`config.mk`:
```
export PLATFORM = sky130hd
export DESIGN_NAME = doubly_linked_list_cursor_engine
export DESIGN_NICKNAME = d
export VERILOG_FILES = /design/src/hw/rtl/dllc_pkg.sv /design/src/hw/rtl/dllc_ctrl.sv /design/src/hw/rtl/dllc_datapath.sv /design/src/hw/rtl/doubly_linked_list_cursor_engine.sv
export SDC_FILE = /design/constraint.sdc
export NUM_CORES = 2
export LEC_CHECK = 0
export BUFFER_PORTS_ARGS = -buffer_cell sky130_fd_sc_hd__buf_2
export CAP_MARGIN = 5
export CORE_MARGIN = 2
export CORE_UTILIZATION = 32
export CTS_BUF_LIST = sky130_fd_sc_hd__clkbuf_4 sky130_fd_sc_hd__clkbuf_8
export DETAILED_ROUTE_END_ITERATION = 10
export GPL_TIMING_DRIVEN = 0
export PLACE_DENSITY = 0.55
export SLEW_MARGIN = 20
export SYNTH_ARGS = -nofsm -noshare
export SYNTH_HDL_FRONTEND = slang
export SYNTH_HIERARCHICAL = 1
export SYNTH_SLANG_ARGS = --single-unit
```
`constraint.sdc`:
```
create_clock -name clk_i -period 12.2 [get_ports clk_i]
set_input_delay 2.44 -clock clk_i [delete_from_list [all_inputs] [get_ports clk_i]]
set_output_delay 2.44 -clock clk_i [all_outputs]
set_load 0.02 [all_outputs]
```
`src/hw/rtl/dllc_pkg.sv`:
```
// Shared types and constants of the linked list cursor engine.
package dllc_pkg;

  localparam int unsigned NodesDefault = 64;

  typedef enum logic [3:0] {
    CMD_NOP        = 4'd0,
    CMD_CLEAR      = 4'd1,
    CMD_INS_FIRST  = 4'd2,
    CMD_INS_LAST   = 4'd3,
    CMD_CUR_FIRST  = 4'd4,
    CMD_CUR_LAST   = 4'd5,
    CMD_DEL_FIRST  = 4'd6,
    CMD_DEL_LAST   = 4'd7,
    CMD_DEL_AFTER  = 4'd8,
    CMD_DEL_BEFORE = 4'd9,
    CMD_INS_AFTER  = 4'd10,
    CMD_INS_BEFORE = 4'd11,
    CMD_OVERWRITE  = 4'd12,
    CMD_NEXT       = 4'd13,
    CMD_PREV       = 4'd14,
    CMD_UNUSED     = 4'd15
  } cmd_e;

  typedef enum logic [2:0] {
    ST_IDLE,
    ST_LINK1,
    ST_LINK2,
    ST_EXEC,
    ST_RD_HEAD,
    ST_RD_TAIL,
    ST_RD_CUR,
    ST_OUT
  } state_e;

  // controller to datapath
  typedef struct packed {
    logic load;      // capture the input word
    logic rd_ptr1;   // fetch the link words next to the cursor or an end
    logic rd_ptr2;   // fetch the dependent link words
    logic exec;      // run the list update
    logic wr_link;   // write the second pair of link words
    logic rd_head;   // fetch head data
    logic rd_tail;   // fetch tail data
    logic rd_cur;    // fetch cursor data
    logic out_load;  // register the result word
  } ctrl_t;

endpackage

```
`src/hw/rtl/dllc_ctrl.sv`:
```
// Command sequencer of the linked list cursor engine.
module dllc_ctrl (
  input  logic            clk_i,
  input  logic            rst_ni,
  input  logic            in_valid_i,
  output logic            in_ready_o,
  input  logic            out_busy_i,
  output dllc_pkg::ctrl_t ctrl_o
);

  dllc_pkg::state_e state_q, state_d;

  // next state
  always_comb begin
    state_d = state_q;
    unique case (state_q)
      dllc_pkg::ST_IDLE:    if (in_valid_i) state_d = dllc_pkg::ST_LINK1;
      dllc_pkg::ST_LINK1:   state_d = dllc_pkg::ST_LINK2;
      dllc_pkg::ST_LINK2:   state_d = dllc_pkg::ST_EXEC;
      dllc_pkg::ST_EXEC:    state_d = dllc_pkg::ST_RD_HEAD;
      dllc_pkg::ST_RD_HEAD: state_d = dllc_pkg::ST_RD_TAIL;
      dllc_pkg::ST_RD_TAIL: state_d = dllc_pkg::ST_RD_CUR;
      dllc_pkg::ST_RD_CUR:  state_d = dllc_pkg::ST_OUT;
      dllc_pkg::ST_OUT:     if (!out_busy_i) state_d = dllc_pkg::ST_IDLE;
      default:              state_d = dllc_pkg::ST_IDLE;
    endcase
  end

  // outputs
  always_comb begin
    ctrl_o     = '0;
    in_ready_o = 1'b0;
    unique case (state_q)
      dllc_pkg::ST_IDLE: begin
        in_ready_o   = 1'b1;
        ctrl_o.load  = in_valid_i;
      end
      dllc_pkg::ST_LINK1:   ctrl_o.rd_ptr1 = 1'b1;
      dllc_pkg::ST_LINK2:   ctrl_o.rd_ptr2 = 1'b1;
      dllc_pkg::ST_EXEC:    ctrl_o.exec = 1'b1;
      dllc_pkg::ST_RD_HEAD: begin
        ctrl_o.rd_head = 1'b1;
        ctrl_o.wr_link = 1'b1;
      end
      dllc_pkg::ST_RD_TAIL: ctrl_o.rd_tail = 1'b1;
      dllc_pkg::ST_RD_CUR:  ctrl_o.rd_cur = 1'b1;
      dllc_pkg::ST_OUT:     ctrl_o.out_load = !out_busy_i;
      default: ;
    endcase
  end

  always_ff @(posedge clk_i or negedge rst_ni) begin
    if (!rst_ni) begin
      state_q <= dllc_pkg::ST_IDLE;
    end else begin
      state_q <= state_d;
    end
  end

endmodule

```
`src/hw/rtl/dllc_datapath.sv`:
```
// Node pool, list pointers and result register of the cursor engine.
module dllc_datapath #(
  parameter int unsigned Nodes = dllc_pkg::NodesDefault
) (
  input  logic            clk_i,
  input  logic            rst_ni,
  input  dllc_pkg::ctrl_t ctrl_i,
  input  logic [3:0]      command_i,
  input  logic [31:0]     value_i,
  input  logic            out_ready_i,
  output logic            out_valid_o,
  output logic            out_busy_o,
  output logic [106:0]    result_o
);

  localparam int unsigned IW = $clog2(Nodes + 1);
  localparam int unsigned AW = (Nodes > 1) ? $clog2(Nodes) : 1;
  localparam logic [IW-1:0] Nil = IW'(Nodes);

  // link words and data words, each a memory with one registered read
  logic [IW-1:0] next_mem [Nodes];
  logic [IW-1:0] prev_mem [Nodes];
  logic [31:0]   data_mem [Nodes];

  logic [IW-1:0] head_q, tail_q, cur_q, free_q, fresh_q, cnt_q;
  logic [IW-1:0] head_d, tail_d, cur_d, free_d, fresh_d, cnt_d;
  logic [3:0]    cmd_q;
  logic [31:0]   val_q;
  logic          err_q, err_d;
  logic [31:0]   rd_q, hv_q, tv_q;
  logic [106:0]  res_q;
  logic          ovalid_q;

  // link words fetched ahead of the update
  logic [IW-1:0] rn1_q, rp1_q, rn2_q, rp2_q;
  logic [IW-1:0] nraddr, praddr;

  // link write ports: port 0 in the update cycle, port 1 in the cycle after
  logic          wn0, wn1, wp0, wp1, wdat;
  logic [IW-1:0] an0, an1, ap0, ap1, vn0, vn1, vp0, vp1, adat;
  logic          wn1_q, wp1_q;
  logic [IW-1:0] an1_q, ap1_q, vn1_q, vp1_q;
  logic          nwe, pwe;
  logic [IW-1:0] nwa, nwd, pwa, pwd;

  logic [IW-1:0] n, a, b;
  logic          ok;

  // pick the link addresses for the two fetch cycles
  always_comb begin
    nraddr = cur_q;
    praddr = cur_q;
    if (ctrl_i.rd_ptr1) begin
      if (cmd_q == dllc_pkg::CMD_DEL_FIRST) nraddr = head_q;
      if (cmd_q == dllc_pkg::CMD_DEL_LAST)  praddr = tail_q;
    end else begin
      nraddr = (cmd_q == dllc_pkg::CMD_DEL_AFTER) ? rn1_q : free_q;
      praddr = rp1_q;
    end
  end

  // list update for one command
  always_comb begin
    head_d = head_q; tail_d = tail_q; cur_d = cur_q; free_d = free_q;
    fresh_d = fresh_q; cnt_d = cnt_q; err_d = 1'b0;
    wn0 = 1'b0; wn1 = 1'b0; wp0 = 1'b0; wp1 = 1'b0; wdat = 1'b0;
    an0 = Nil; an1 = Nil; ap0 = Nil; ap1 = Nil;
    vn0 = Nil; vn1 = Nil; vp0 = Nil; vp1 = Nil; adat = Nil;
    n = Nil; a = Nil; b = Nil; ok = 1'b0;
    // allocation candidate
    if (free_q != Nil) begin
      n = free_q; ok = 1'b1;
    end else if (fresh_q != Nil) begin
      n = fresh_q; ok = 1'b1;
    end
    unique case (dllc_pkg::cmd_e'(cmd_q))
      dllc_pkg::CMD_CLEAR: begin
        if (head_q != Nil) begin
          wn0 = 1'b1; an0 = tail_q; vn0 = free_q; free_d = head_q;
        end
        head_d = Nil; tail_d = Nil; cur_d = Nil; cnt_d = '0;
      end
      dllc_pkg::CMD_INS_FIRST, dllc_pkg::CMD_INS_LAST,
      dllc_pkg::CMD_INS_AFTER, dllc_pkg::CMD_INS_BEFORE: begin
        if ((cmd_q == dllc_pkg::CMD_INS_AFTER || cmd_q == dllc_pkg::CMD_INS_BEFORE)
            && cur_q == Nil) begin
          // inactive: nothing
        end else if (!ok) begin
          err_d = 1'b1;
        end else begin
          if (free_q != Nil) free_d = rn2_q;
          else fresh_d = fresh_q + 1'b1;
          wdat = 1'b1; adat = n; cnt_d = cnt_q + 1'b1;
          wn0 = 1'b1; an0 = n; wp0 = 1'b1; ap0 = n;
          if (cmd_q == dllc_pkg::CMD_INS_FIRST) begin
            vp0 = Nil; vn0 = head_q;
            if (head_q != Nil) begin wp1 = 1'b1; ap1 = head_q; vp1 = n; end
            else tail_d = n;
            head_d = n;
          end else if (cmd_q == dllc_pkg::CMD_INS_LAST) begin
            vn0 = Nil; vp0 = tail_q;
            if (tail_q != Nil) begin wn1 = 1'b1; an1 = tail_q; vn1 = n; end
            else head_d = n;
            tail_d = n;
          end else if (cmd_q == dllc_pkg::CMD_INS_AFTER) begin
            b = rn1_q;
            vp0 = cur_q; vn0 = b;
            if (b == Nil) tail_d = n; else begin wp1 = 1'b1; ap1 = b; vp1 = n; end
            wn1 = 1'b1; an1 = cur_q; vn1 = n;
          end else begin
            b = rp1_q;
            vn0 = cur_q; vp0 = b;
            if (b == Nil) head_d = n; else begin wn1 = 1'b1; an1 = b; vn1 = n; end
            wp1 = 1'b1; ap1 = cur_q; vp1 = n;
          end
        end
      end
      dllc_pkg::CMD_CUR_FIRST: cur_d = head_q;
      dllc_pkg::CMD_CUR_LAST:  cur_d = tail_q;
      dllc_pkg::CMD_DEL_FIRST, dllc_pkg::CMD_DEL_LAST: begin
        a = (cmd_q == dllc_pkg::CMD_DEL_FIRST) ? head_q : tail_q;
        if (a != Nil) begin
          b = (cmd_q == dllc_pkg::CMD_DEL_FIRST) ? rn1_q : rp1_q;
          if (b == Nil) begin
            head_d = Nil; tail_d = Nil; cur_d = Nil;
          end else begin
            if (cmd_q == dllc_pkg::CMD_DEL_FIRST) begin
              head_d = b; wp1 = 1'b1; ap1 = b; vp1 = Nil;
            end else begin
              tail_d = b; wn1 = 1'b1; an1 = b; vn1 = Nil;
            end
            if (cur_q == a) cur_d = Nil;
          end
          wn0 = 1'b1; an0 = a; vn0 = free_q; free_d = a;
          if (cnt_q != '0) cnt_d = cnt_q - 1'b1;
        end
      end
      dllc_pkg::CMD_DEL_AFTER: begin
        if (cur_q != Nil && cur_q != tail_q) begin
          a = rn1_q;
          b = rn2_q;
          wn1 = 1'b1; an1 = cur_q; vn1 = b;
          if (b == Nil) tail_d = cur_q; else begin wp1 = 1'b1; ap1 = b; vp1 = cur_q; end
          if (a != Nil) begin
            wn0 = 1'b1; an0 = a; vn0 = free_q; free_d = a;
            if (cnt_q != '0) cnt_d = cnt_q - 1'b1;
          end
        end
      end
      dllc_pkg::CMD_DEL_BEFORE: begin
        if (cur_q != Nil && cur_q != head_q) begin
          a = rp1_q;
          b = rp2_q;
          wp1 = 1'b1; ap1 = cur_q; vp1 = b;
          if (b == Nil) head_d = cur_q; else begin wn1 = 1'b1; an1 = b; vn1 = cur_q; end
          if (a != Nil) begin
            wn0 = 1'b1; an0 = a; vn0 = free_q; free_d = a;
            if (cnt_q != '0) cnt_d = cnt_q - 1'b1;
          end
        end
      end
      dllc_pkg::CMD_OVERWRITE: if (cur_q != Nil) begin wdat = 1'b1; adat = cur_q; end
      dllc_pkg::CMD_NEXT: if (cur_q != Nil) cur_d = rn1_q;
      dllc_pkg::CMD_PREV: if (cur_q != Nil) cur_d = rp1_q;
      default: ;
    endcase
  end

  // one link write per memory and cycle: port 0 on update, port 1 after
  always_comb begin
    nwe = 1'b0; pwe = 1'b0;
    nwa = an0;  nwd = vn0;
    pwa = ap0;  pwd = vp0;
    if (ctrl_i.exec) begin
      nwe = wn0 && an0 != Nil;
      pwe = wp0 && ap0 != Nil;
    end else if (ctrl_i.wr_link) begin
      nwe = wn1_q && an1_q != Nil; nwa = an1_q; nwd = vn1_q;
      pwe = wp1_q && ap1_q != Nil; pwa = ap1_q; pwd = vp1_q;
    end
  end

  // link memories: registered reads, one write each
  always_ff @(posedge clk_i) begin
    if (nwe) next_mem[nwa[AW-1:0]] <= nwd;
    if (pwe) prev_mem[pwa[AW-1:0]] <= pwd;
    if (ctrl_i.rd_ptr1) begin
      rn1_q <= (nraddr == Nil) ? Nil : next_mem[nraddr[AW-1:0]];
      rp1_q <= (praddr == Nil) ? Nil : prev_mem[praddr[AW-1:0]];
    end
    if (ctrl_i.rd_ptr2) begin
      rn2_q <= (nraddr == Nil) ? Nil : next_mem[nraddr[AW-1:0]];
      rp2_q <= (praddr == Nil) ? Nil : prev_mem[praddr[AW-1:0]];
    end
    // hold the second write pair for the cycle after the update
    if (ctrl_i.exec) begin
      wn1_q <= wn1; an1_q <= an1; vn1_q <= vn1;
      wp1_q <= wp1; ap1_q <= ap1; vp1_q <= vp1;
    end
  end

  // data memory: one write, one registered read
  logic [IW-1:0] raddr;
  always_comb begin
    raddr = ctrl_i.rd_head ? head_q : (ctrl_i.rd_tail ? tail_q : cur_q);
  end
  always_ff @(posedge clk_i) begin
    if (ctrl_i.exec && wdat) data_mem[adat[AW-1:0]] <= val_q;
    if (ctrl_i.rd_head || ctrl_i.rd_tail || ctrl_i.rd_cur) begin
      rd_q <= (raddr == Nil) ? 32'd0 : data_mem[raddr[AW-1:0]];
    end
    if (ctrl_i.rd_tail) hv_q <= rd_q;
    if (ctrl_i.rd_cur)  tv_q <= rd_q;
    if (ctrl_i.load) begin
      cmd_q <= command_i;
      val_q <= value_i;
    end
    if (ctrl_i.out_load) begin
      res_q <= {7'(cnt_q), err_q, cur_q != Nil, rd_q, tail_q != Nil, tv_q,
                head_q != Nil, hv_q};
    end
  end

  // list registers
  always_ff @(posedge clk_i or negedge rst_ni) begin
    if (!rst_ni) begin
      head_q <= Nil; tail_q <= Nil; cur_q <= Nil; free_q <= Nil;
      fresh_q <= '0; cnt_q <= '0; err_q <= 1'b0; ovalid_q <= 1'b0;
    end else begin
      if (ctrl_i.exec) begin
        head_q <= head_d; tail_q <= tail_d; cur_q <= cur_d; free_q <= free_d;
        fresh_q <= fresh_d; cnt_q <= cnt_d; err_q <= err_d;
      end
      if (ctrl_i.out_load) ovalid_q <= 1'b1;
      else if (out_ready_i) ovalid_q <= 1'b0;
    end
  end

  assign out_valid_o = ovalid_q;
  assign out_busy_o  = ovalid_q && !out_ready_i;
  assign result_o    = res_q;

endmodule

```
`src/hw/rtl/doubly_linked_list_cursor_engine.sv`:
```
// Top level of the doubly linked list cursor engine.
//  channel | dir | fields
//  s_axis  | in  | command, value
//  m_axis  | out | first/last/cursor values and flags, alloc_error, count
// Each command runs through load, two link word fetches, one list update,
// three reads of the single data memory port (the second link write shares
// the first of them) and result load. A new command is taken only after
// the result has been loaded.
// A stalled result holds the sequencer; reset empties the list at once.
module doubly_linked_list_cursor_engine #(
  parameter int unsigned Nodes = dllc_pkg::NodesDefault
) (
  input  logic         clk_i,
  input  logic         rst_ni,
  input  logic         s_axis_tvalid,
  output logic         s_axis_tready,
  input  logic [39:0]  s_axis_tdata,  // command[3:0], value[35:4], zero pad
  output logic         m_axis_tvalid,
  input  logic         m_axis_tready,
  // first_value, first_valid, last_value, last_valid, cursor_value,
  // cursor_active, alloc_error, element_count[106:100], zero pad
  output logic [111:0] m_axis_tdata
);

  dllc_pkg::ctrl_t ctrl;
  logic            busy;
  logic [106:0]    res;

  dllc_ctrl u_ctrl (
    .clk_i, .rst_ni,
    .in_valid_i (s_axis_tvalid),
    .in_ready_o (s_axis_tready),
    .out_busy_i (busy),
    .ctrl_o     (ctrl)
  );

  dllc_datapath #(.Nodes(Nodes)) u_dp (
    .clk_i, .rst_ni,
    .ctrl_i      (ctrl),
    .command_i   (s_axis_tdata[3:0]),
    .value_i     (s_axis_tdata[35:4]),
    .out_ready_i (m_axis_tready),
    .out_valid_o (m_axis_tvalid),
    .out_busy_o  (busy),
    .result_o    (res)
  );

  assign m_axis_tdata = {5'd0, res};

endmodule

```
### Word level (Yosys, flattened, before mapping)

Memories as Yosys holds them, arrays and structs flattened. A register that Yosys moved wholly into a read port is not among the register bits.
Index checks and enable logic that the tools add are counted.

* add/subtract/negate cells: 3
* reductions and logical operators: 30
* bitwise logic cells: 2
* multiplexer cells: 220
* eq/ne operators: 69

Operators by type and width (count)
* 7-bit two-way mux: 135
* 7-bit one-hot mux with 5 select lines: 4
* 7-bit one-hot mux with 4 select lines: 4
* 7-bit != test, second input constant: 12
* 7-bit equality test, second input constant: 9
* 1-bit two-way mux: 60
* 7-bit one-hot mux with 3 select lines: 2
* 7-bit one-hot mux with 6 select lines: 1
* 11-bit AND reduction: 3
* 6-bit two-way mux: 5
* 4-bit equality test, second input constant: 7
* 3-bit one-hot mux with 8 select lines: 1
* 2-bit by 1-bit != test with 1-bit output, second input constant: 9
* 4-bit by 3-bit equality test with 1-bit output, second input constant: 4
* 7-bit by 1-bit adder with 7-bit output, second input constant: 2
* 7-bit != test: 2
* 3-bit equality test, second input constant: 4
* 2-bit != test, second input constant: 6
* 4-bit by 1-bit != test with 1-bit output, second input constant: 3
* 6-bit one-hot mux with 2 select lines: 1
* 1-bit logical AND: 9
* 9-bit AND reduction: 1
* 4-bit by 2-bit equality test with 1-bit output, second input constant: 2
* 1-bit one-hot mux with 4 select lines: 2
* 27 further kinds: 36

* memories: 3
* memory bits (writable): 2944
* bits in registers: 312
* word-level logic and storage cells: 351

Memories
* u_dp.data_mem: words 64, width 32, rd ports 1, clocked after Yosys merged registers in 1, wr ports 1, RTL line dllc_datapath.sv:23 `logic [31:0] data_mem [Nodes];`
* u_dp.next_mem: words 64, width 7, rd ports 1, clocked after Yosys merged registers in 0, wr ports 1, RTL line dllc_datapath.sv:21 `logic [IW-1:0] next_mem [Nodes];`
* u_dp.prev_mem: words 64, width 7, rd ports 1, clocked after Yosys merged registers in 0, wr ports 1, RTL line dllc_datapath.sv:22 `logic [IW-1:0] prev_mem [Nodes];`

### Logic depth before layout (Yosys ltp)

* word-level depth: 11
* depth in mapped cells: 17
* gate-level depth less buffers: 13

### Hierarchy

The synthesis kept the hierarchy.

Modules (own cells, without submodules)
* dllc_datapath: area each 129701.9 µm², instances 1, cells an instance 7465
* dllc_ctrl: area each 230.2 µm², instances 1, cells an instance 25
* doubly_linked_list_cursor_engine: area each 41.3 µm², instances 1, cells an instance 6

### Worst setup path after synthesis

Ideal clock, no wire load.

* kind: reg-to-reg
* start: register u_ctrl.state_q[1]
* end: memory u_dp/prev_mem[0][0] (netlist name), data pin
* data arrival time: 5.414 ns
* required time: 11.498 ns
* cell stages (with the launch flop): 9
* setup time: 0.702 ns
* slack: 6.084 ns
* clock period less this slack: 6.116 ns
* cells stage by stage: dfrtp_1 > buf_4 > nand2_1 > nor2_1 > clkbuf_1 > nor2b_1 > clkbuf_1 > clkbuf_1 > o21ai_0

RTL lines
* start, declared: RTL line dllc_ctrl.sv:11 `dllc_pkg::state_e state_q, state_d;`
* start signal, assigned: RTL line dllc_ctrl.sv:54 `state_q <= dllc_pkg::ST_IDLE;`
* start signal, assigned: RTL line dllc_ctrl.sv:56 `state_q <= state_d;`
* end, declared: RTL line dllc_datapath.sv:22

==> flow_summary.json <==
{
  "run_status": "finished clean",
  "cp_cell_sequence": "inv_2, nor3b_4, buf_2, mux2i_1, o21ai_1, buf_2, clkbuf_1, buf_1, mux4_2, nand2_1, nand3_1, a31oi_1, nand3_1",
  "crit_required_ns": 13.04,
  "coreArea_sq_um": 405000,
  "post-route-util": 0.381,
  "die_x_um": 641,
  "vias": 79700,
  "syn_area_sq_um": 130000,
  "reg2regPathDepth": 13,
  "io_buffers": 148,
  "cpMaxStageDelayCell": "a31oi_1",
  "grt_overflow": 0,
  "final_cell_mix": "edfxtp_1 (3,241), nand2_1 (1,060), clkbuf_8 (538)",
  "cts_max_path_buffers": 4,
  "crit_type": "flip-flop to flip-flop",
  "arrival_ns": 7.88,
  "rows": 234,
  "synth_xor_area_frac": 0.00195,
  "synth-seq-area-share": 0.758,
  "cp-end-kind": "flip-flop",
  "cts_inserted_buffers": 528,
  "fin_crit_ns": 7.04,
  "dp.cells": 13400,
  "crit_buf_inv": 5,
  "antenna_left": 0,
  "drv_cap": 0,
  "maxSlewHeadroom": 0.136,
  "crit_path_start": "u_ctrl/state_q[2]",
  "root_buffer": "clkbuf_8",
  "cp.depth": 13,
  "place_congestion": 0.960,
  "synth_edf_count": 3241,
  "cts_sinks": 3288,
  "r2r_slack_ns": 5.16,
  "cp-start-kind": "flip-flop",
  "yosysWarnings": 6,
  "path_clk_slew_ns": 0.07,
  "drt_iter0_markers": 11500,
  "wl_per_cell_um": 32.4,
  "routed_via_density": 5.57,
  "endpoint": "u_dp/rd_q[9]",
  "cts_tree": "done",
  "avgSynthCellArea_sq_um": 17.3,
  "cpPeakStageDelay_ns": 0.92,
  "slew_violations": 0,
  "hold_viol": 0,
  "grt_start_max_net_pins": 65,
  "post_cts_buffers": 0,
  "synth_compound_area_frac": 0.0473,
  "first_global_vias": 77800,
  "path_delay_family": "buffers and inverters",
  "cp_max_fo": 10,
  "wl_um": 463000,
  "clock_skew_ns": 0.0584,
  "synthAdderAreaFrac": 0.000828,
  "setup_ws_ns": 5.16,
  "pre_cts_slack_ns": 5.31,
  "fill_cells": 37400,
  "grt_antenna_before_repair": 26,
  "synth.area.mux_share": 0.104,
  "yosys.area_share.simple": 0.0718,
  "cts-resized-gates": 0,
  "finalSetupViolCount": 0,
  "first_pass_iters": 6,
  "die-area_sq_um": 411000,
  "cts_max_level": 6,
  "grt_pass1_wl_um": 629000,
  "drc": 0,
  "synth_top_family_by_area": "multiplexers",
  "reg2reg_from": "u_ctrl/state_q[2]",
  "hold_buffers": 0,
  "p_per_area_nw_per_um2": 234,
  "hp-class": "flip-flop to flip-flop",
  "r2r_end": "u_dp/rd_q[9]",
  "place.detailed.hpwl_um": 329000,
  "synth_async_sr_flop_share": 0.0143,
  "rsz0062_at_grt": "false",
  "min_period_over_period": 0.577,
  "synth_cells": 7496,
  "max_freq_ghz": 0.142,
  "clk_latency_ns": 1.20,
  "synth.distinct_cells": 102,
  "layout_commonest_cell": "edfxtp_1",
  "syn_to_final_growth_pct": 18.8,
  "initial_core_util": 0.321,
  "p_leak_nw": 49.4,
  "ys_ff_latch": 3288,
  "num-nets-final": 8507,
  "vdd_drop_max_mv": 0.194,
  "post_route_cells_drive_above_1_share": 0.239,
  "finalNonFillerCells": 14300,
  "track_usage": 0.219,
  "num_io_pins": 158,
  "die_h_um": 641,
  "worst_pin_slew_ns": 1.30,
  "synth_top_flop_cell": "edfxtp_1"
}
==> cell usage after synthesis (112+ instances only) <==
cell type | count | area, sq um
edfxtp_1 | 3241 | 97300
nand2_1 | 1060 | 3980
a31oi_1 | 112 | 701
a211oi_1 | 155 | 1160
mux2i_1 | 196 | 1960
buf_2 | 119 | 596
mux4_2 | 495 | 11100
nor2_1 | 302 | 1130
and3_1 | 156 | 976
nand3_1 | 298 | 1490
a21oi_1 | 184 | 921
clkbuf_1 | 260 | 976
==> worst register-to-register path: cells and delay by family (launching register included) <==
family	cells	cell delay, ns
compound gates	2	1.76
simple gates	4	1.17
buf+inv	5	2.65
flops	1	0.56
mux	2	0.59
==> layout make-up <==
| class | count | area, sq um | share of cell area |
|---|---|---|---|
| multi-input cells | 3717 | 30200 | 0.196 |
| well taps | 5428 | 6790 | 0.0440 |
| flip-flops and latches | 3288 | 98500 | 0.638 |
| diodes | 9 | 22.5 | 0.000146 |
| inverters | 29 | 109 | 0.000705 |
| clock buffers | 674 | 8430 | 0.0546 |
| repair buffers | 425 | 6580 | 0.0426 |
| clock inverters | 252 | 1670 | 0.0108 |
| plain buffers | 466 | 2070 | 0.0134 |
==> registers in the layout, indices dropped and copies added (netlist names), 3 cells and up <==
name / cells
u_dp/tv_q: 32
u_dp/cmd_q: 4
u_dp/free_q: 7
u_dp/rp2_q: 7
u_dp/data_mem: 2048
u_dp/fresh_q: 7
u_dp/ap1_q: 7
u_dp/next_mem: 448
u_dp/val_q: 32
u_dp/result_o: 107
u_ctrl/state_q: 3
u_dp/vp1_q: 7
u_dp/tail_q: 7
u_dp/rp1_q: 7
u_dp/cnt_q: 7
u_dp/rd_q: 32
u_dp/rn2_q: 7
u_dp/rn1_q: 7
u_dp/cur_q: 7
u_dp/prev_mem: 448
u_dp/hv_q: 32
u_dp/vn1_q: 7
u_dp/an1_q: 7
u_dp/head_q: 7
==> per-layer routing <==
| metal | vias to the layer above | share of wire | GRT usage |
|---|---|---|---|
| li1 | 31900 | - | - |
| met1 | 41700 | 0.39 | 0.291 |
| met2 | 5002 | 0.46 | 0.351 |
| met3 | 998 | 0.098 | 0.0440 |
| met4 | 6 | 0.048 | 0.0928 |
| met5 | - | 0.000089 | 0 |
==> kinds of logic (layout without fill, tap and decap cells) <==
kind of cell,Yosys count,after routing
DFF,3288,3288
other,1,14
buffers and inverters,495,1846
AOI/OAI and AO/OA,873,873
xor gates and xnor gates,29,29
muxes,724,724
adders and majority gates,8,8
and+or+nand+nor,2078,2078
==> stage by stage <==
| stage | cell area (sq um) | TNS (ns) | total power [mW] | hold slack, ns |
|---|---|---|---|---|
| floorplan | 130000 | 0 | 20.6 | 0.400 |
| global placement | 138000 | -67.78 | 26.3 | 0.403 |
| detailed placement | 144000 | 0 | 26.8 | 0.405 |
| CTS | 154000 | 0 | 36.1 | 0.410 |
| global route | 154000 | 0 | 37.2 | 0.416 |
| finish | 154000 | 0 | 36.2 | 0.409 |
==> power by group <==
part           internal (mW)  switching (mW)
Sequential              13.5           0.311
Combinational           3.86            9.23
Clock                   4.83            4.47
==> worst min path at each step <==
stage	startpoint	to	slack [ns]	depth (start not counted)
floorplan	u_dp/hv_q[0]	u_dp/result_o[0]	0.40	0
global route	u_dp/hv_q[13]	u_dp/result_o[13]	0.42	0
CTS	u_dp/tv_q[5]	u_dp/result_o[38]	0.41	0
global placement	u_dp/hv_q[26]	u_dp/result_o[26]	0.40	0
detailed placement	u_dp/hv_q[13]	u_dp/result_o[13]	0.40	0
finish	u_dp/hv_q[13]	u_dp/result_o[13]	0.41	0
Power figures use the tool's default switching activity.
